## config.mk

```make
export PLATFORM = sky130hd
export DESIGN_NAME = distance_to_midi_event_tracker
export DESIGN_NICKNAME = d
export VERILOG_FILES = /design/src/design/dtm_pkg.sv /design/src/design/dtm_div.sv /design/src/design/dtm_ctrl.sv /design/src/design/dtm_dp.sv /design/src/design/distance_to_midi_event_tracker.sv
export SDC_FILE = /design/constraint.sdc
export NUM_CORES = 1
export LEC_CHECK = 0
export ABC_AREA = 1
export BUFFER_PORTS_ARGS = -buffer_cell sky130_fd_sc_hd__buf_2
export CORE_MARGIN = 10
export CORE_UTILIZATION = 40
export DETAILED_ROUTE_END_ITERATION = 8
export SETUP_SLACK_MARGIN = 0.15
export SLEW_MARGIN = 20
export SYNTH_ARGS = -nofsm -noshare
export SYNTH_HDL_FRONTEND = slang
export SYNTH_SLANG_ARGS = --single-unit
```

## constraint.sdc

```tcl
create_clock -name clk -period 5.8 [get_ports clk]
set_clock_uncertainty 0.05 [all_clocks]
set_input_delay 0.87 -clock clk [delete_from_list [all_inputs] [get_ports clk]]
set_output_delay 0.87 -clock clk [all_outputs]
set_load 0.05 [all_outputs]
```

## src/design/dtm_pkg.sv

```systemverilog
// ----------------------------------------------------------------------------
// Distance-to-MIDI event tracker: package
// Message codes, mode codes, controller numbers, register indexes, reset values,
// FSM states and the command/status structs between controller and datapath.
// ----------------------------------------------------------------------------
package dtm_pkg;

  localparam int SENSOR_COUNT = 2;

  typedef enum logic [1:0] {
    MSG_CONV     = 2'd0,
    MSG_NOTE_OFF = 2'd1,
    MSG_NOTE_ON  = 2'd2,
    MSG_CTRL     = 2'd3
  } msg_t;

  localparam logic [1:0] MODE_NOTES    = 2'd0;
  localparam logic [1:0] MODE_CTRL_ONE = 2'd1;
  localparam logic [1:0] MODE_CTRL_TWO = 2'd2;
  localparam logic [1:0] MODE_SILENT   = 2'd3;

  localparam logic [6:0] CTRL_ONE_NUM = 7'h66;
  localparam logic [6:0] CTRL_TWO_NUM = 7'h67;

  localparam logic [2:0] CFG_MIN_DIST = 3'd0;
  localparam logic [2:0] CFG_MAX_DIST = 3'd1;
  localparam logic [2:0] CFG_BIN_DIV  = 3'd2;
  localparam logic [2:0] CFG_MODE_0   = 3'd3;
  localparam logic [2:0] CFG_MODE_1   = 3'd4;
  localparam logic [2:0] CFG_CUTOFF   = 3'd5;

  localparam logic [7:0] RST_MIN_DIST = 8'd10;
  localparam logic [7:0] RST_MAX_DIST = 8'd200;
  localparam logic [7:0] RST_BIN_DIV  = 8'd10;
  localparam logic [9:0] RST_CUTOFF   = 10'd40;

  typedef enum logic [3:0] {
    ST_IDLE,
    ST_TICK,
    ST_CUR_GO,
    ST_CUR_RUN,
    ST_PREV_GO,
    ST_PREV_RUN,
    ST_CMP,
    ST_OFF,
    ST_ON
  } state_t;

  typedef struct packed {
    logic load_item;
    logic tick_done;
    logic div_start;
    logic div_sel_prev;
    logic cap_cur;
    logic cap_prev;
    logic set_next;
    logic clr_stored;
    logic wr_stored;
    logic emit;
    msg_t emit_msg;
    logic emit_last;
  } dtm_cmd_t;

  typedef struct packed {
    logic       hit;
    logic       div_done;
    logic       stored_nz;
    logic       same_bin;
    logic       in_range;
    logic [1:0] mode;
    logic       out_free;
  } dtm_sts_t;

endpackage

```

## src/design/dtm_div.sv

```systemverilog
// ----------------------------------------------------------------------------
// Distance-to-MIDI event tracker: bin divider
// Restoring divider, one quotient bit a cycle, eight quotient bits per bin.
// Works on |d - min| and negates the quotient for distances below min.
// ----------------------------------------------------------------------------
module dtm_div (
  input  logic       clk,
  input  logic       rst_n,
  input  logic       start,
  input  logic [7:0] dist_in,
  input  logic [7:0] min_dist,
  input  logic [7:0] divisor,
  output logic       done,
  output logic [7:0] bin
);

  logic       busy_r, busy_nxt;
  logic       done_r, done_nxt;
  logic [2:0] cnt_r, cnt_nxt;
  logic [7:0] q_r, q_nxt;
  logic [7:0] rem_r, rem_nxt;
  logic [7:0] dv_r, dv_nxt;
  logic       neg_r, neg_nxt;

  logic [8:0] diff;
  logic [8:0] diff_neg;
  logic [8:0] trial;
  logic       ge;

  always_comb begin
    diff     = {1'b0, dist_in} - {1'b0, min_dist};
    diff_neg = ~diff + 9'd1;
    trial    = {rem_r, q_r[7]};
    ge       = (trial >= {1'b0, dv_r});

    busy_nxt = busy_r;
    done_nxt = 1'b0;
    cnt_nxt  = cnt_r;
    q_nxt    = q_r;
    rem_nxt  = rem_r;
    dv_nxt   = dv_r;
    neg_nxt  = neg_r;

    if (start) begin
      busy_nxt = 1'b1;
      cnt_nxt  = '0;
      rem_nxt  = '0;
      neg_nxt  = diff[8];
      q_nxt    = diff[8] ? diff_neg[7:0] : diff[7:0];
      // a zero divisor counts as one
      dv_nxt   = (divisor == 8'd0) ? 8'd1 : divisor;
    end else if (busy_r) begin
      rem_nxt = ge ? 8'(trial - {1'b0, dv_r}) : trial[7:0];
      q_nxt   = {q_r[6:0], ge};
      cnt_nxt = cnt_r + 3'd1;
      if (cnt_r == 3'd7) begin
        busy_nxt = 1'b0;
        done_nxt = 1'b1;
      end
    end
  end

  always_ff @(posedge clk) begin
    if (!rst_n) begin
      busy_r <= 1'b0;
      done_r <= 1'b0;
      cnt_r  <= '0;
    end else begin
      busy_r <= busy_nxt;
      done_r <= done_nxt;
      cnt_r  <= cnt_nxt;
    end
  end

  always_ff @(posedge clk) begin
    q_r   <= q_nxt;
    rem_r <= rem_nxt;
    dv_r  <= dv_nxt;
    neg_r <= neg_nxt;
  end

  assign done = done_r;
  assign bin  = neg_r ? (~q_r + 8'd1) : q_r;

endmodule

```

## src/design/dtm_ctrl.sv

```systemverilog
// ----------------------------------------------------------------------------
// Distance-to-MIDI event tracker: controller
// Sequences one item at a time: tick handling, one or two bin divisions,
// and up to two result beats.
// ----------------------------------------------------------------------------
module dtm_ctrl (
  input  logic              clk,
  input  logic              rst_n,
  input  logic              in_tvalid,
  input  logic              in_kind,
  output logic              in_tready,
  input  dtm_pkg::dtm_sts_t sts,
  output dtm_pkg::dtm_cmd_t cmd
);

  import dtm_pkg::*;

  state_t state_r, state_nxt;

  always_comb begin
    state_nxt = state_r;
    unique case (state_r)
      ST_IDLE: begin
        if (in_tvalid) state_nxt = in_kind ? ST_CUR_GO : ST_TICK;
      end
      ST_TICK: begin
        if (!sts.hit || sts.out_free) state_nxt = ST_IDLE;
      end
      ST_CUR_GO:  state_nxt = ST_CUR_RUN;
      ST_CUR_RUN: begin
        if (sts.div_done) state_nxt = sts.stored_nz ? ST_PREV_GO : ST_ON;
      end
      ST_PREV_GO:  state_nxt = ST_PREV_RUN;
      ST_PREV_RUN: begin
        if (sts.div_done) state_nxt = ST_CMP;
      end
      ST_CMP: begin
        if (sts.same_bin)                 state_nxt = ST_IDLE;
        else if (sts.mode == MODE_NOTES)  state_nxt = ST_OFF;
        else                              state_nxt = ST_ON;
      end
      ST_OFF: begin
        if (sts.out_free) state_nxt = ST_ON;
      end
      ST_ON: begin
        if (!sts.in_range || sts.mode == MODE_SILENT || sts.out_free) state_nxt = ST_IDLE;
      end
      default: state_nxt = ST_IDLE;
    endcase
  end

  always_comb begin
    cmd       = '0;
    in_tready = 1'b0;
    unique case (state_r)
      ST_IDLE: begin
        in_tready     = 1'b1;
        cmd.load_item = in_tvalid;
      end
      ST_TICK: begin
        if (!sts.hit) begin
          cmd.tick_done = 1'b1;
        end else if (sts.out_free) begin
          cmd.tick_done = 1'b1;
          cmd.emit      = 1'b1;
          cmd.emit_msg  = MSG_CONV;
          cmd.emit_last = 1'b1;
        end
      end
      ST_CUR_GO: begin
        cmd.div_start = 1'b1;
        cmd.set_next  = 1'b1;
      end
      ST_CUR_RUN: cmd.cap_cur = sts.div_done;
      ST_PREV_GO: begin
        cmd.div_start    = 1'b1;
        cmd.div_sel_prev = 1'b1;
      end
      ST_PREV_RUN: cmd.cap_prev = sts.div_done;
      ST_CMP: cmd.clr_stored = !sts.same_bin;
      ST_OFF: begin
        if (sts.out_free) begin
          cmd.emit      = 1'b1;
          cmd.emit_msg  = MSG_NOTE_OFF;
          // only note mode reaches here, so a note-on follows when in range
          cmd.emit_last = !sts.in_range;
        end
      end
      ST_ON: begin
        if (sts.in_range) begin
          if (sts.mode == MODE_SILENT) begin
            cmd.wr_stored = 1'b1;
          end else if (sts.out_free) begin
            cmd.wr_stored = 1'b1;
            cmd.emit      = 1'b1;
            cmd.emit_msg  = (sts.mode == MODE_NOTES) ? MSG_NOTE_ON : MSG_CTRL;
            cmd.emit_last = 1'b1;
          end
        end
      end
      default: cmd = '0;
    endcase
  end

  always_ff @(posedge clk) begin
    if (!rst_n) begin
      state_r <= ST_IDLE;
    end else begin
      state_r <= state_nxt;
    end
  end

endmodule

```

## src/design/dtm_dp.sv

```systemverilog
// ----------------------------------------------------------------------------
// Distance-to-MIDI event tracker: datapath
// Config registers, item registers, tick accumulator, stored distances,
// bin divider and the output beat register.
// ----------------------------------------------------------------------------
module dtm_dp (
  input  logic              clk,
  input  logic              rst_n,
  input  logic              cfg_we,
  input  logic [2:0]        cfg_addr,
  input  logic [9:0]        cfg_wdata,
  input  logic [7:0]        in_tick_ms,
  input  logic              in_sensor_index,
  input  logic [9:0]        in_raw_sample,
  output logic              out_tvalid,
  input  logic              out_tready,
  output dtm_pkg::msg_t     out_message,
  output logic              out_target_sensor,
  output logic [7:0]        out_bin_index,
  output logic [6:0]        out_controller_number,
  output logic [1:0]        out_enable_pins,
  output logic              out_last,
  input  dtm_pkg::dtm_cmd_t cmd,
  output dtm_pkg::dtm_sts_t sts
);

  import dtm_pkg::*;

  // configuration
  logic [7:0] min_r, max_r, div_r;
  logic [1:0] mode0_r, mode1_r;
  logic [9:0] cutoff_r;

  // item and working state
  logic [7:0]  tick_r;
  logic        ch_r;
  logic [7:0]  dist_r;
  logic [15:0] acc_r, acc_nxt;
  logic        next_sensor_r;
  logic [7:0]  stored_r [SENSOR_COUNT];
  logic [7:0]  cur_r, prev_r;

  // output beat
  logic       out_valid_r, out_valid_nxt;
  msg_t       out_msg_r;
  logic       out_tgt_r;
  logic [7:0] out_bin_r;
  logic [6:0] out_ctrl_r;
  logic [1:0] out_en_r;
  logic       out_last_r;

  logic [15:0] acc_sum;
  logic        hit;
  logic [1:0]  mode;
  logic [7:0]  div_operand;
  logic        div_done;
  logic [7:0]  div_bin;
  logic        out_free;
  logic        emit_tgt;
  logic [7:0]  emit_bin;
  logic [6:0]  emit_ctrl;

  always_ff @(posedge clk) begin
    if (!rst_n) begin
      min_r    <= RST_MIN_DIST;
      max_r    <= RST_MAX_DIST;
      div_r    <= RST_BIN_DIV;
      mode0_r  <= MODE_NOTES;
      mode1_r  <= MODE_NOTES;
      cutoff_r <= RST_CUTOFF;
    end else if (cfg_we) begin
      unique case (cfg_addr)
        CFG_MIN_DIST: min_r    <= cfg_wdata[7:0];
        CFG_MAX_DIST: max_r    <= cfg_wdata[7:0];
        CFG_BIN_DIV:  div_r    <= cfg_wdata[7:0];
        CFG_MODE_0:   mode0_r  <= cfg_wdata[1:0];
        CFG_MODE_1:   mode1_r  <= cfg_wdata[1:0];
        CFG_CUTOFF:   cutoff_r <= cfg_wdata;
        default: ;
      endcase
    end
  end

  always_ff @(posedge clk) begin
    if (cmd.load_item) begin
      tick_r <= in_tick_ms;
      ch_r   <= in_sensor_index;
      dist_r <= in_raw_sample[8:1];
    end
    if (cmd.cap_cur)  cur_r  <= div_bin;
    if (cmd.cap_prev) prev_r <= div_bin;
  end

  assign acc_sum = acc_r + {8'd0, tick_r};
  assign hit     = (acc_sum >= {6'd0, cutoff_r});
  assign acc_nxt = cmd.tick_done ? (hit ? 16'd0 : acc_sum) : acc_r;

  assign mode        = ch_r ? mode1_r : mode0_r;
  assign div_operand = cmd.div_sel_prev ? stored_r[ch_r] : dist_r;

  dtm_div u_div (
    .clk      (clk),
    .rst_n    (rst_n),
    .start    (cmd.div_start),
    .dist_in  (div_operand),
    .min_dist (min_r),
    .divisor  (div_r),
    .done     (div_done),
    .bin      (div_bin)
  );

  always_ff @(posedge clk) begin
    if (!rst_n) begin
      acc_r         <= '0;
      next_sensor_r <= 1'b0;
      for (int i = 0; i < SENSOR_COUNT; i++) stored_r[i] <= '0;
    end else begin
      acc_r <= acc_nxt;
      if (cmd.set_next) next_sensor_r <= ~ch_r;
      if (cmd.wr_stored)       stored_r[ch_r] <= dist_r;
      else if (cmd.clr_stored) stored_r[ch_r] <= '0;
    end
  end

  // result fields for the beat being loaded
  always_comb begin
    emit_tgt  = ch_r;
    emit_bin  = cur_r;
    emit_ctrl = '0;
    unique case (cmd.emit_msg)
      MSG_CONV: begin
        emit_tgt = next_sensor_r;
        emit_bin = '0;
      end
      MSG_NOTE_OFF: emit_bin = prev_r;
      MSG_NOTE_ON:  emit_bin = cur_r;
      MSG_CTRL:     emit_ctrl = (mode == MODE_CTRL_ONE) ? CTRL_ONE_NUM : CTRL_TWO_NUM;
      default:      emit_bin = cur_r;
    endcase
  end

  assign out_free      = !out_valid_r || out_tready;
  assign out_valid_nxt = cmd.emit ? 1'b1 : (out_tready ? 1'b0 : out_valid_r);

  always_ff @(posedge clk) begin
    if (!rst_n) begin
      out_valid_r <= 1'b0;
    end else begin
      out_valid_r <= out_valid_nxt;
    end
  end

  always_ff @(posedge clk) begin
    if (cmd.emit) begin
      out_msg_r  <= cmd.emit_msg;
      out_tgt_r  <= emit_tgt;
      out_bin_r  <= emit_bin;
      out_ctrl_r <= emit_ctrl;
      out_en_r   <= {next_sensor_r, ~next_sensor_r};
      out_last_r <= cmd.emit_last;
    end
  end

  assign out_tvalid            = out_valid_r;
  assign out_message           = out_msg_r;
  assign out_target_sensor     = out_tgt_r;
  assign out_bin_index         = out_bin_r;
  assign out_controller_number = out_ctrl_r;
  assign out_enable_pins       = out_en_r;
  assign out_last              = out_last_r;

  assign sts.hit       = hit;
  assign sts.div_done  = div_done;
  assign sts.stored_nz = (stored_r[ch_r] != 8'd0);
  assign sts.same_bin  = (prev_r == cur_r);
  assign sts.in_range  = (dist_r >= min_r) && (dist_r < max_r);
  assign sts.mode      = mode;
  assign sts.out_free  = out_free;

endmodule

```

## src/design/distance_to_midi_event_tracker.sv

```systemverilog
// Tick beat: the tick state adds tick_ms to the accumulator and, on a hit, loads
// the start-conversion beat into the output register once it is free. Sample beat:
// the eight-step bin divider runs for the new distance and again for a stored one.
// One item is in flight; a new item is taken while the last result beat still waits.
// rst_n is synchronous and active low: registers return to their defaults, stored
// distances and the tick accumulator clear and sensor 0 is enabled.
// ----------------------------------------------------------------------------
// Distance-to-MIDI event tracker: top level
// Turns timer ticks into conversion requests and distance samples from two
// alternating sensors into note-off, note-on and control-change events.
// ----------------------------------------------------------------------------
module distance_to_midi_event_tracker (
  input  logic        clk,
  input  logic        rst_n,
  input  logic        cfg_we,
  input  logic [2:0]  cfg_addr,
  input  logic [9:0]  cfg_wdata,
  input  logic        in_tvalid,
  output logic        in_tready,
  input  logic [23:0] in_tdata,   // tick_ms[7:0], sensor_index[8], raw_sample[18:9], zero pad
  input  logic        in_tuser,   // kind
  output logic        out_tvalid,
  input  logic        out_tready,
  output logic [23:0] out_tdata,  // target_sensor[0], bin_index[8:1],
                                  // controller_number[15:9], enable_pins[17:16], zero pad
  output logic [1:0]  out_tuser,  // message
  output logic        out_tlast
);

  import dtm_pkg::*;

  dtm_cmd_t   cmd;
  dtm_sts_t   sts;
  msg_t       out_message;
  logic       out_target_sensor;
  logic [7:0] out_bin_index;
  logic [6:0] out_controller_number;
  logic [1:0] out_enable_pins;

  dtm_ctrl u_ctrl (
    .clk       (clk),
    .rst_n     (rst_n),
    .in_tvalid (in_tvalid),
    .in_kind   (in_tuser),
    .in_tready (in_tready),
    .sts       (sts),
    .cmd       (cmd)
  );

  dtm_dp u_dp (
    .clk                   (clk),
    .rst_n                 (rst_n),
    .cfg_we                (cfg_we),
    .cfg_addr              (cfg_addr),
    .cfg_wdata             (cfg_wdata),
    .in_tick_ms            (in_tdata[7:0]),
    .in_sensor_index       (in_tdata[8]),
    .in_raw_sample         (in_tdata[18:9]),
    .out_tvalid            (out_tvalid),
    .out_tready            (out_tready),
    .out_message           (out_message),
    .out_target_sensor     (out_target_sensor),
    .out_bin_index         (out_bin_index),
    .out_controller_number (out_controller_number),
    .out_enable_pins       (out_enable_pins),
    .out_last              (out_tlast),
    .cmd                   (cmd),
    .sts                   (sts)
  );

  assign out_tuser = out_message;
  assign out_tdata = {6'd0, out_enable_pins, out_controller_number, out_bin_index,
                      out_target_sensor};

endmodule

```

==> flow_metrics.env, run 1 <==
export IMPL_worstMarginPinSlew_ns=0.827
export IMPL_grt_use_total_pct=13.7
export IMPL_endpoint_kind="flop"
export IMPL_grt_pass1_wl_mm=31.2
export IMPL_outcome="complete, no violations"
export IMPL_ir_drop_uv=251
export IMPL_fin_tns_setup_ns=0
export IMPL_busiest_layer="met2"
export IMPL_insertion_delay_ns=0.43
export IMPL_finalCriticalPeriod_ns=3.97
export IMPL_dp_hpwl_mm=14.0
export IMPL_crit_type="flop to flop"
export IMPL_num_fill_cells=2084
export IMPL_power_total_mw=4.43
export IMPL_firstDrtPassIters=5
export IMPL_grt_pass1_vias=6367
export IMPL_max_slew_margin_pct=44.3
export IMPL_met1_usage_pct=17.3
export IMPL_synth_most_common_cell="nand2_1"
export IMPL_min_period_over_period_pct=68.5
export IMPL_first_iter_violations=332
export IMPL_critPathLaunchType="flop"
export IMPL_met2_usage_pct=22.6
export IMPL_ys_flop_type="edfxtp_1"
export IMPL_wl_per_cell_um=14.1
export IMPL_ant_nets=0
export IMPL_numCtsBuffers=17
export IMPL_ys_ff_latch=156
export IMPL_holdCritPathClass="flop to flop"
export IMPL_path_cells="ha_1, inv_1, fa_1, inv_1, nand3_1, nand3_1, nand2_1, nand2_1, xor2_1, ha_1, nand2_1, nor2_1, nand2_1, nand2_1, nor2_1, nand2_1, nand2_1, nand3_1, nor2_1, nand4_1, nand2_1, nor3_1"
export IMPL_antenna_found_initial=0
export IMPL_cts_sinks=156
export IMPL_crit_fanout=11
export IMPL_hp_start="u_dp.mode0_r[0]"
export IMPL_final_area_um2=9610
export IMPL_hold_viol=0
export IMPL_yosys_top_cells_count="nand2_1, inv_1, edfxtp_1"
export IMPL_worst_path_buf_inv=2
export IMPL_critPathArrivalTime_ns=4.23
export IMPL_chipHeight_um=166
export IMPL_core_area_um2=21000
export IMPL_drive_above_1_share_pct=12.0
export IMPL_slew_violations=0
export IMPL_vias_per_cell=4.83
export IMPL_n_antenna_cell=0
export IMPL_synth_edf_count=82
export IMPL_port_buffers=56
export IMPL_ys_types=49
export IMPL_seqCellArea_um2=3940
export IMPL_drc_errors=0
export IMPL_syn_to_final_growth_pct=13.1
export IMPL_multi_input_area_um2=3800
export IMPL_cp_common_cell="nand2_1"
export IMPL_maxCapViolCount=0
export IMPL_cts_setup_buffers=0
export IMPL_vias=6421
export IMPL_rows=53
export IMPL_ys_seq_area_share_pct=46.4
export IMPL_start_util_pct=40.5
export IMPL_grt_max_degree=49
export IMPL_grtUsageMet3_pct=2.84
export IMPL_nets=1140
export IMPL_die_width_um=166
export IMPL_setup_viol=0
export IMPL_clockBufferDepth=2
export IMPL_ys_top_cells_by_area="edfxtp_1, dfxtp_1, ha_1"
export IMPL_crit_slowest_cell="nand4_1"
export IMPL_io_pins=72
export IMPL_yosys_area_top_type="edfxtp_1"
export IMPL_cts_resized=0
export IMPL_path_delay_family="simple AND/OR/NAND/NOR gates"
export IMPL_timing_hold_ws_ns=0.399
export IMPL_ys_warn_count=0
export IMPL_dieArea_um2=27500
export IMPL_place_gp_congestion=0.836
export IMPL_synth_top_area_share_pct=29.0
export IMPL_cpPeakStageDelay_ns=0.54
export IMPL_powerDensity_nw_per_um2=461
export IMPL_leakage_nw=4.14
export IMPL_cts_hold_buf=0
export IMPL_overflow=0
export IMPL_syn_area_per_cell_um2=8.56
export IMPL_cts_tree="yes"
export IMPL_r2r_start="u_dp.acc_r[0]"
export IMPL_clk_pin_slew_worst_paths_ns=0.07
export IMPL_max_freq_mhz=252
export IMPL_cp_startpoint="u_dp.acc_r[0]"
export IMPL_routed_wl_mm=18.7
export IMPL_rsz0062_at_grt="no"
export IMPL_placed_area_um2=8970
export IMPL_synth_area_um2=8490
export IMPL_clockRootBuffer="clkbuf_16"
export IMPL_required_ns=6.05
export IMPL_synth_cells=992
export IMPL_htree_levels=4
export IMPL_synthArstFlopShare_pct=0
sequential cells by signal, indices dropped and copies added (netlist names), 3 cells and up, named ones only:
register,flops
u_ctrl.state_r,4
u_dp.acc_r,16
u_dp.cur_r,8
u_dp.cutoff_r,10
u_dp.dist_r,8
u_dp.div_r,8
u_dp.max_r,8
u_dp.min_r,8
u_dp.out_bin_index,8
u_dp.prev_r,8
u_dp.stored_r,16
u_dp.tick_r,8
u_dp.u_div.cnt_r,3
u_dp.u_div.dv_r,8
u_dp.u_div.q_r,8
u_dp.u_div.rem_r,8
per-layer routing:
layer | share of wire [%] | vias up
li1 | - | 3386
met1 | 47 | 2926
met2 | 47 | 91
met3 | 3.8 | 18
met4 | 1.8 | 0
met5 | 0 | -
logic make-up after synthesis:
logic type / Yosys count / share of synthesized area [%]
AOI/OAI and AO/OA: 188 / 12.5
other: 1 / 0.0442
muxes: 2 / 0.250
DFF: 156 / 46.4
adders and majority gates: 56 / 8.52
and+or+nand+nor: 362 / 19.3
buffers and inverters: 191 / 9.24
xor gates and xnor gates: 36 / 3.71
layout by cell type (no fill, tap or decap), types with 17 or more instances in the layout:
cell         n
xnor2_1     17
buf_2       56
nand2_1    167
o211ai_1    21
ha_1        53
nand3_1     53
a21oi_1     72
o21ai_0     65
edfxtp_1    82
xor2_1      19
nor3_1      28
nor2_1      66
dfxtp_1     74
inv_1      148
clkbuf_16   18
final timing paths:
path,slack (ns),depth (start not counted),endpoint
hold / removal,0.40,2,u_dp.mode0_r[0]
setup / recovery,1.83,22,u_dp.acc_r[13]
setup reg to reg,1.83,22,u_dp.acc_r[13]
hold reg to reg,0.40,2,u_dp.mode0_r[0]
through the flow:
stage	worst slack (ns)	cells	utilization (%)
floorplan	2.63	999	-
global placement	1.86	1297	42.8
detailed placement	1.81	1297	42.8
CTS	1.79	1329	45.8
global route	1.37	1329	45.8
finish	1.83	1329	45.8
final cells by class:
type | instances | area share [%]
well taps | 275 | 3.58
clock buffers | 21 | 4.91
flip-flops and latches | 156 | 41.1
clock inverters | 11 | 1.62
repair buffers | 59 | 3.15
multi-input cells | 652 | 39.6
inverters | 155 | 6.11
worst register-to-register path, cell delays in order, from the launching register on:
cell and delay [ns]:
dfxtp_1 0.33, ha_1 0.19, inv_1 0.06, fa_1 0.40
inv_1 0.12, nand3_1 0.08, nand3_1 0.17, nand2_1 0.08
nand2_1 0.09, xor2_1 0.23, ha_1 0.27, nand2_1 0.08
nor2_1 0.06, nand2_1 0.06, nand2_1 0.04, nor2_1 0.08
nand2_1 0.06, nand2_1 0.06, nand3_1 0.09, nor2_1 0.21
nand4_1 0.54, nand2_1 0.42, nor3_1 0.08
report_power, final:
group	total, mW	switching [mW]	internal [mW]	leakage, nW
clock	1.18	0.464	0.719	0.300
sequential	1.56	0.126	1.44	1.38
combinational	1.68	1.16	0.523	2.46
(Power assumes the default switching activity.)
==> run 2: changes to the inputs <==
--- a/config.mk
+++ b/config.mk
@@ -5,7 +5,7 @@
 export SDC_FILE = /design/constraint.sdc
 export NUM_CORES = 1
 export LEC_CHECK = 0
-export ABC_AREA = 1
+export ABC_AREA = 0
 export BUFFER_PORTS_ARGS = -buffer_cell sky130_fd_sc_hd__buf_2
 export CORE_MARGIN = 10
 export CORE_UTILIZATION = 40
==> constraint.sdc (replaced) <==
create_clock -name clk -period 3.55 [get_ports clk]
set_clock_uncertainty 0.05 [all_clocks]
set_input_delay 0.5325 -clock clk [delete_from_list [all_inputs] [get_ports clk]]
set_output_delay 0.5325 -clock clk [all_outputs]
set_load 0.05 [all_outputs]
==> run 2 against run 1 <==
- die area decreased by 3.1%
- non-clock buffer count is 56 higher
- combinational power up 77%
- cell count down 8.4%
- first-iteration DRC count decreased by 3.0%
- critical endpoint is now u_ctrl.state_r[2]
- largest cell class is now multi-input gates
==> flow_metrics.env, run 2 <==
export IMPL_vias=6144
export IMPL_clockRootBuffer="clkbuf_16"
export IMPL_htree_levels=4
export IMPL_synthArstFlopShare_pct=0
export IMPL_dp_hpwl_mm=13.4
export IMPL_ys_types=57
export IMPL_powerDensity_nw_per_um2=732
export IMPL_place_gp_congestion=0.822
export IMPL_endpoint_kind="flop"
export IMPL_power_total_mw=7.30
export IMPL_hp_start="in_tdata[14]"
export IMPL_n_antenna_cell=0
export IMPL_layout_common_cells="nand2_1, edfxtp_1, dfxtp_1"
export IMPL_hold_viol=0
export IMPL_die_width_um=163
export IMPL_maxCapViolCount=0
export IMPL_ant_nets=0
export IMPL_r2r_start="u_dp.tick_r[1]"
export IMPL_ir_drop_uv=357
export IMPL_clk_pin_slew_worst_paths_ns=0.07
export IMPL_routed_wl_mm=18.5
export IMPL_cp_startpoint="u_dp.tick_r[1]"
export IMPL_ys_warn_count=0
export IMPL_rows=52
export IMPL_wl_per_cell_um=15.2
export IMPL_crit_type="flop to flop"
export IMPL_synth_edf_count=82
export IMPL_syn_to_final_growth_pct=21.7
export IMPL_r2r_slack_ns=0.0004
export IMPL_grt_use_total_pct=13.7
export IMPL_ys_flop_type="edfxtp_1"
export IMPL_drive_above_1_share_pct=20.6
export IMPL_grt_pass1_vias=5946
export IMPL_finalCriticalPeriod_ns=3.55
export IMPL_seqCellArea_um2=3950
export IMPL_slew_violations=0
export IMPL_first_iter_violations=322
export IMPL_final_common_cell="nand2_1"
export IMPL_worstMarginPinSlew_ns=0.986
export IMPL_ys_seq_area_share_pct=48.1
export IMPL_grt_max_degree=34
export IMPL_clockBufferDepth=2
export IMPL_leakage_nw=3.92
export IMPL_syn_area_per_cell_um2=9.78
export IMPL_synth_most_common_cell="nand2_1"
export IMPL_synth_cells=838
export IMPL_insertion_delay_ns=0.43
export IMPL_overflow=0
export IMPL_critPathArrivalTime_ns=3.81
export IMPL_max_freq_mhz=282
export IMPL_max_slew_margin_pct=33.7
export IMPL_antenna_found_initial=0
export IMPL_vias_per_cell=5.05
export IMPL_synth_area_um2=8190
export IMPL_cts_sinks=156
export IMPL_reg_top3="u_dp.acc_r x16, u_dp.stored_r x16, u_dp.cutoff_r x10"
export IMPL_yosys_area_top_type="edfxtp_1"
export IMPL_cts_tree="yes"
export IMPL_multi_input_area_um2=4080
export IMPL_crit_fanout=3
export IMPL_io_pins=72
export IMPL_dieArea_um2=26600
export IMPL_ys_top_cells_by_area="edfxtp_1, dfxtp_1, ha_1"
export IMPL_start_util_pct=40.6
export IMPL_outcome="complete, no violations"
export IMPL_setup_viol=0
export IMPL_min_period_over_period_pct=100
export IMPL_numCtsBuffers=17
export IMPL_ys_ff_latch=156
export IMPL_port_buffers=56
export IMPL_rsz0062_at_grt="yes"
export IMPL_drc_errors=0
export IMPL_core_area_um2=20200
export IMPL_chipHeight_um=163
export IMPL_firstDrtPassIters=5
export IMPL_num_fill_cells=1872
export IMPL_critPathLaunchType="flop"
export IMPL_final_util_pct=49.4
export IMPL_cts_hold_buf=0
export IMPL_grt_pass1_wl_mm=29.3
export IMPL_synth_top_area_share_pct=30.1
export IMPL_nets=1033
export IMPL_yosys_top_cells_count="nand2_1, edfxtp_1, dfxtp_1"
export IMPL_required_ns=3.81
export IMPL_holdCritPathClass="primary input to flop"
==> run 2: cell types whose count changed in the layout (fill, tap and decap cells not counted), sizes merged, moves of 14 or more <==
cell	change
nor3	-14
inv	-94
and2	+23
o21ai	-22
buf	+54
mux2i	+23
nand3	-52
nand2	-89
nand2b	+15
nor2	-15
==> run 2: layout make-up <==
type,count,share of cell area [%]
Clock buffer,18,4.31
Sequential cell,156,39.6
Inverter,58,2.18
Tap cell,270,3.39
Multi-Input combinational cell,586,41.0
Clock inverter,14,1.37
Timing Repair Buffer,115,8.22
==> run 2: worst max-delay path, cell delays in order (launching register included) <==
cell and delay [ns]:
edfxtp_1 0.41, buf_4 0.14, inv_2 0.03, fa_2 0.36
nand2b_4 0.17, buf_6 0.12, a21o_1 0.17, a21oi_2 0.14
nor2_1 0.07, ha_1 0.29, o211ai_1 0.08, nor2_1 0.07
a21oi_1 0.14, nand3_1 0.13, o31a_1 0.36, o31a_1 0.35
buf_4 0.16, o221a_1 0.19
==> run 2: stage by stage <==
step           setup TNS (ns)  hold WS, ns  std cells  area [um^2]  worst slack (ns)
2_1_floorplan               0        0.381        845         8240             0.156
3_3_place_gp           -0.553        0.394       1165         8970           -0.0885
3_5_place_dp            -1.34        0.395       1165         8970            -0.121
4_1_cts                     0        0.209       1203         9640             0.121
5_1_grt                 -2.75        0.201       1217         9970            -0.149
6_report                    0        0.226       1217         9970          0.000358
==> run 2: what timing repair did <==
| action | in CTS | in global routing |
|---|---|---|
| hold endpoints to repair | 0 | 0 |
| pin swaps | 17 | 40 |
| setup buffers | 6 | 12 |
| cloned | 0 | 2 |
| setup endpoints to repair | 40 | 44 |
| resized for setup | 12 | 40 |
==> run 2: worst paths after layout <==
check	to	cells past startpoint
max	u_ctrl.state_r[2]	17
min	u_dp.dist_r[4]	1
max reg2reg	u_ctrl.state_r[2]	17
min reg2reg	u_dp.max_r[4]	2
==> run 2: logic make-up (layout without fill, tap and decap cells) <==
kind of cell / after synthesis / in the layout / share of synthesized area (%)
simple gates: 253 / 253 / 14.6
flops: 156 / 156 / 48.1
compound gates: 208 / 208 / 16.2
fa+ha+maj: 56 / 56 / 8.83
other cells: 1 / 8 / 0.0458
xor+xnor: 37 / 37 / 3.95
buf+inv: 103 / 205 / 5.31
mux: 24 / 24 / 2.93
==> run 2: metal layers <==
metal,part of all wire [%],GRT usage [%]
met1,47,17.9
met2,47,21.8
met3,5.0,3.85
met4,1.2,4.14
met5,0,0
==> run 2: power by group <==
part           switching (mW)  internal (mW)
sequential              0.245           2.33
combinational            1.68           1.29
clock                   0.778          0.978
==> run 3: changes to the inputs <==
--- a/config.mk
+++ b/config.mk
@@ -7,9 +7,11 @@
 export LEC_CHECK = 0
 export ABC_AREA = 0
 export BUFFER_PORTS_ARGS = -buffer_cell sky130_fd_sc_hd__buf_2
+export CAP_MARGIN = 20
 export CORE_MARGIN = 10
 export CORE_UTILIZATION = 40
 export DETAILED_ROUTE_END_ITERATION = 8
+export GPL_ROUTABILITY_DRIVEN = 0
 export SETUP_SLACK_MARGIN = 0.15
 export SLEW_MARGIN = 20
 export SYNTH_ARGS = -nofsm -noshare
==> constraint.sdc (replaced) <==
create_clock -name clk -period 3.8 [get_ports clk]
set_clock_uncertainty 0.05 [all_clocks]
set_input_delay 0.57 -clock clk [delete_from_list [all_inputs] [get_ports clk]]
set_output_delay 0.57 -clock clk [all_outputs]
set_load 0.05 [all_outputs]
==> run 3 against run 2 <==
- combinational power fell by 15%
- utilization fell by 1.7 points
- hold slack improved by 0.037 ns
- first-iteration DRC count fell by 2.5%
- total power fell by 8.1%
- cell count fell by 2.2%
- count of clock-buffer cells in the layout did not move
- non-clock buffer count fell by 27
- setup slack improved by 0.29 ns
- sequential power fell by 7%
- register-to-register slack improved by 0.29 ns
- via count fell by 1.8%
- critical endpoint is now u_ctrl.state_r[3]
- largest power group unchanged
==> flow_metrics.env, run 3 (synthesized netlist as in run 2, its figures left out) <==
export IMPL_numCtsBuffers=17
export IMPL_finalWorstSetupSlack_ns=0.294
export IMPL_start_util_pct=40.6
export IMPL_max_freq_mhz=285
export IMPL_ant_nets=0
export IMPL_rsz0062_at_grt="yes"
export IMPL_placed_area_um2=8850
export IMPL_hp_start="in_tdata[7]"
export IMPL_holdCritPathClass="primary input to flop"
export IMPL_cts_tree="yes"
export IMPL_r2r_slack_ns=0.29
export IMPL_port_buffers=56
export IMPL_setup_viol=0
export IMPL_slew_violations=0
export IMPL_worstMarginPinSlew_ns=1.02
export IMPL_antenna_found_initial=0
export IMPL_timing_reg2reg_worst_path_depth=15
export IMPL_overflow=0
export IMPL_routed_wl_mm=17.8
export IMPL_layout_common_cells="nand2_1, edfxtp_1, dfxtp_1"
export IMPL_r2r_end="u_ctrl.state_r[3]"
export IMPL_die_width_um=163
export IMPL_power_switching_mw=2.45
export IMPL_dieArea_um2=26600
export IMPL_final_area_um2=9620
export IMPL_fin_tns_setup_ns=0
export IMPL_ir_drop_uv=338
export IMPL_hold_viol=0
export IMPL_cts_sinks=156
export IMPL_p_comb_share_pct=37.6
export IMPL_io_pins=72
export IMPL_clockRootBuffer="clkbuf_16"
export IMPL_clk_pin_slew_worst_paths_ns=0.06
export IMPL_drc_errors=0
export IMPL_swShare_pct=36.5
export IMPL_drive_above_1_share_pct=16.3
export IMPL_final_common_cell="nand2_1"
export IMPL_dp_hpwl_mm=13.1
export IMPL_maxCapViolCount=0
export IMPL_firstDrtPassIters=5
export IMPL_min_period_over_period_pct=92.3
export IMPL_post_place_ws_ns=-0.0554
export IMPL_timing_hold_ws_ns=0.263
export IMPL_chipHeight_um=163
export IMPL_crit_fanout=3
export IMPL_finalCriticalPeriod_ns=3.51
export IMPL_critPathLaunchType="flop"
export IMPL_hold_path_depth=1
export IMPL_powerDensity_nw_per_um2=697
export IMPL_leakage_nw=3.79
export IMPL_max_slew_margin_pct=31.2
export IMPL_core_area_um2=20200
export IMPL_cts_hold_buf=0
export IMPL_first_iter_violations=314
export IMPL_critPathArrivalTime_ns=3.77
export IMPL_p_clk_share_pct=26.6
export IMPL_rows=52
export IMPL_wl_per_cell_um=14.9
export IMPL_grt_use_total_pct=13.4
export IMPL_reg_top3="u_dp.acc_r x16, u_dp.stored_r x16, u_dp.cutoff_r x10"
export IMPL_nets=1006
export IMPL_vias=6035
export IMPL_syn_to_final_growth_pct=17.4
export IMPL_htree_levels=4
export IMPL_insertion_delay_ns=0.43
export IMPL_p_seq_share_pct=35.9
export IMPL_power_internal_mw=4.26
export IMPL_crit_type="flop to flop"
export IMPL_outcome="complete, no violations"
export IMPL_power_total_mw=6.70
export IMPL_required_ns=4.07
export IMPL_hold_end="u_dp.tick_r[7]"
export IMPL_endpoint_kind="flop"
export IMPL_vias_per_cell=5.07
export IMPL_grt_pass1_wl_mm=28.8
export IMPL_grt_pass1_vias=5737
export IMPL_clockBufferDepth=2
export IMPL_r2r_start="u_dp.tick_r[1]"
export IMPL_n_antenna_cell=0
export IMPL_grt_max_degree=34
==> run 3: changes by cell type in the layout (fill, tap and decap cells not counted), moves of 3 or more <==
cell     previous run  this run
buf_4              50        30
and2_4              5         0
o21ai_0            44        49
and2_1             18        22
a21oi_1            58        61
a21oi_2             5         2
buf_12              4         1
nor2_2              1         4
o21ai_1             6         3
==> run 3: worst max path at each step <==
| stage | startpoint | to | slack, ns | cells after the start |
|---|---|---|---|---|
| CTS | u_dp.acc_r[0] | u_ctrl.state_r[3] | 0.15 | 18 |
| detailed placement | u_dp.tick_r[1] | u_dp.out_bin_index[5] | -0.06 | 14 |
| floorplan | u_ctrl.state_r[1] | u_dp.u_div.q_r[7] | 0.22 | 14 |
| global route | u_dp.tick_r[0] | u_ctrl.state_r[3] | 0.10 | 18 |
| global placement | u_dp.tick_r[1] | u_dp.out_bin_index[5] | -0.03 | 14 |
| finish | u_dp.tick_r[1] | u_ctrl.state_r[3] | 0.29 | 15 |
==> run 3: cell type report <==
type,instances,area (um^2)
clock buffers,18,429
repair buffers,88,537
inverters,58,218
clock inverters,14,185
multi-input cells,586,3970
fillers,1900,10500
well taps,270,338
flip-flops and latches,156,3940
==> run 3: worst max-delay path, stage by stage (launching register included) <==
cell	delay, ns
edfxtp_1	0.40
ha_1	0.32
a211oi_2	0.24
buf_4	0.15
o211ai_2	0.09
a22oi_2	0.23
xnor2_2	0.15
ha_1	0.27
o211ai_1	0.09
nor2_1	0.07
a21oi_1	0.15
nand3_1	0.12
o31a_1	0.38
o31a_1	0.30
and3_1	0.19
a31o_1	0.18
==> run 3: power groups by stage <==
stage	Sequential, mW	Clock, mW	Combinational (mW)
6_report	2.40	1.78	2.52
5_1_grt	2.44	1.89	2.87
4_1_cts	2.40	1.82	2.47
3_5_place_dp	2.44	0	2.44
3_3_place_gp	2.43	0	2.40
2_1_floorplan	2.36	0	1.85
==> run 3: metrics by stage <==
step	utilization, %	instances
6_report	47.7	1190
4_1_cts	47.1	1187
3_5_place_dp	43.9	1155
3_3_place_gp	43.9	1155
5_1_grt	47.7	1190
2_1_floorplan	-	845
==> run 3: repair_timing <==
item	in CTS	in global routing
gates resized for setup	4	21
setup endpoints to repair	22	45
pin swaps	1	11
setup buffers	0	3
==> run 3: layer usage <==
metal / GRT usage, % / wire (um)
met2: 20.9 / 8030
met4: 4.55 / 236
met5: 0 / 0
met1: 17.6 / 8520
met3: 3.65 / 987
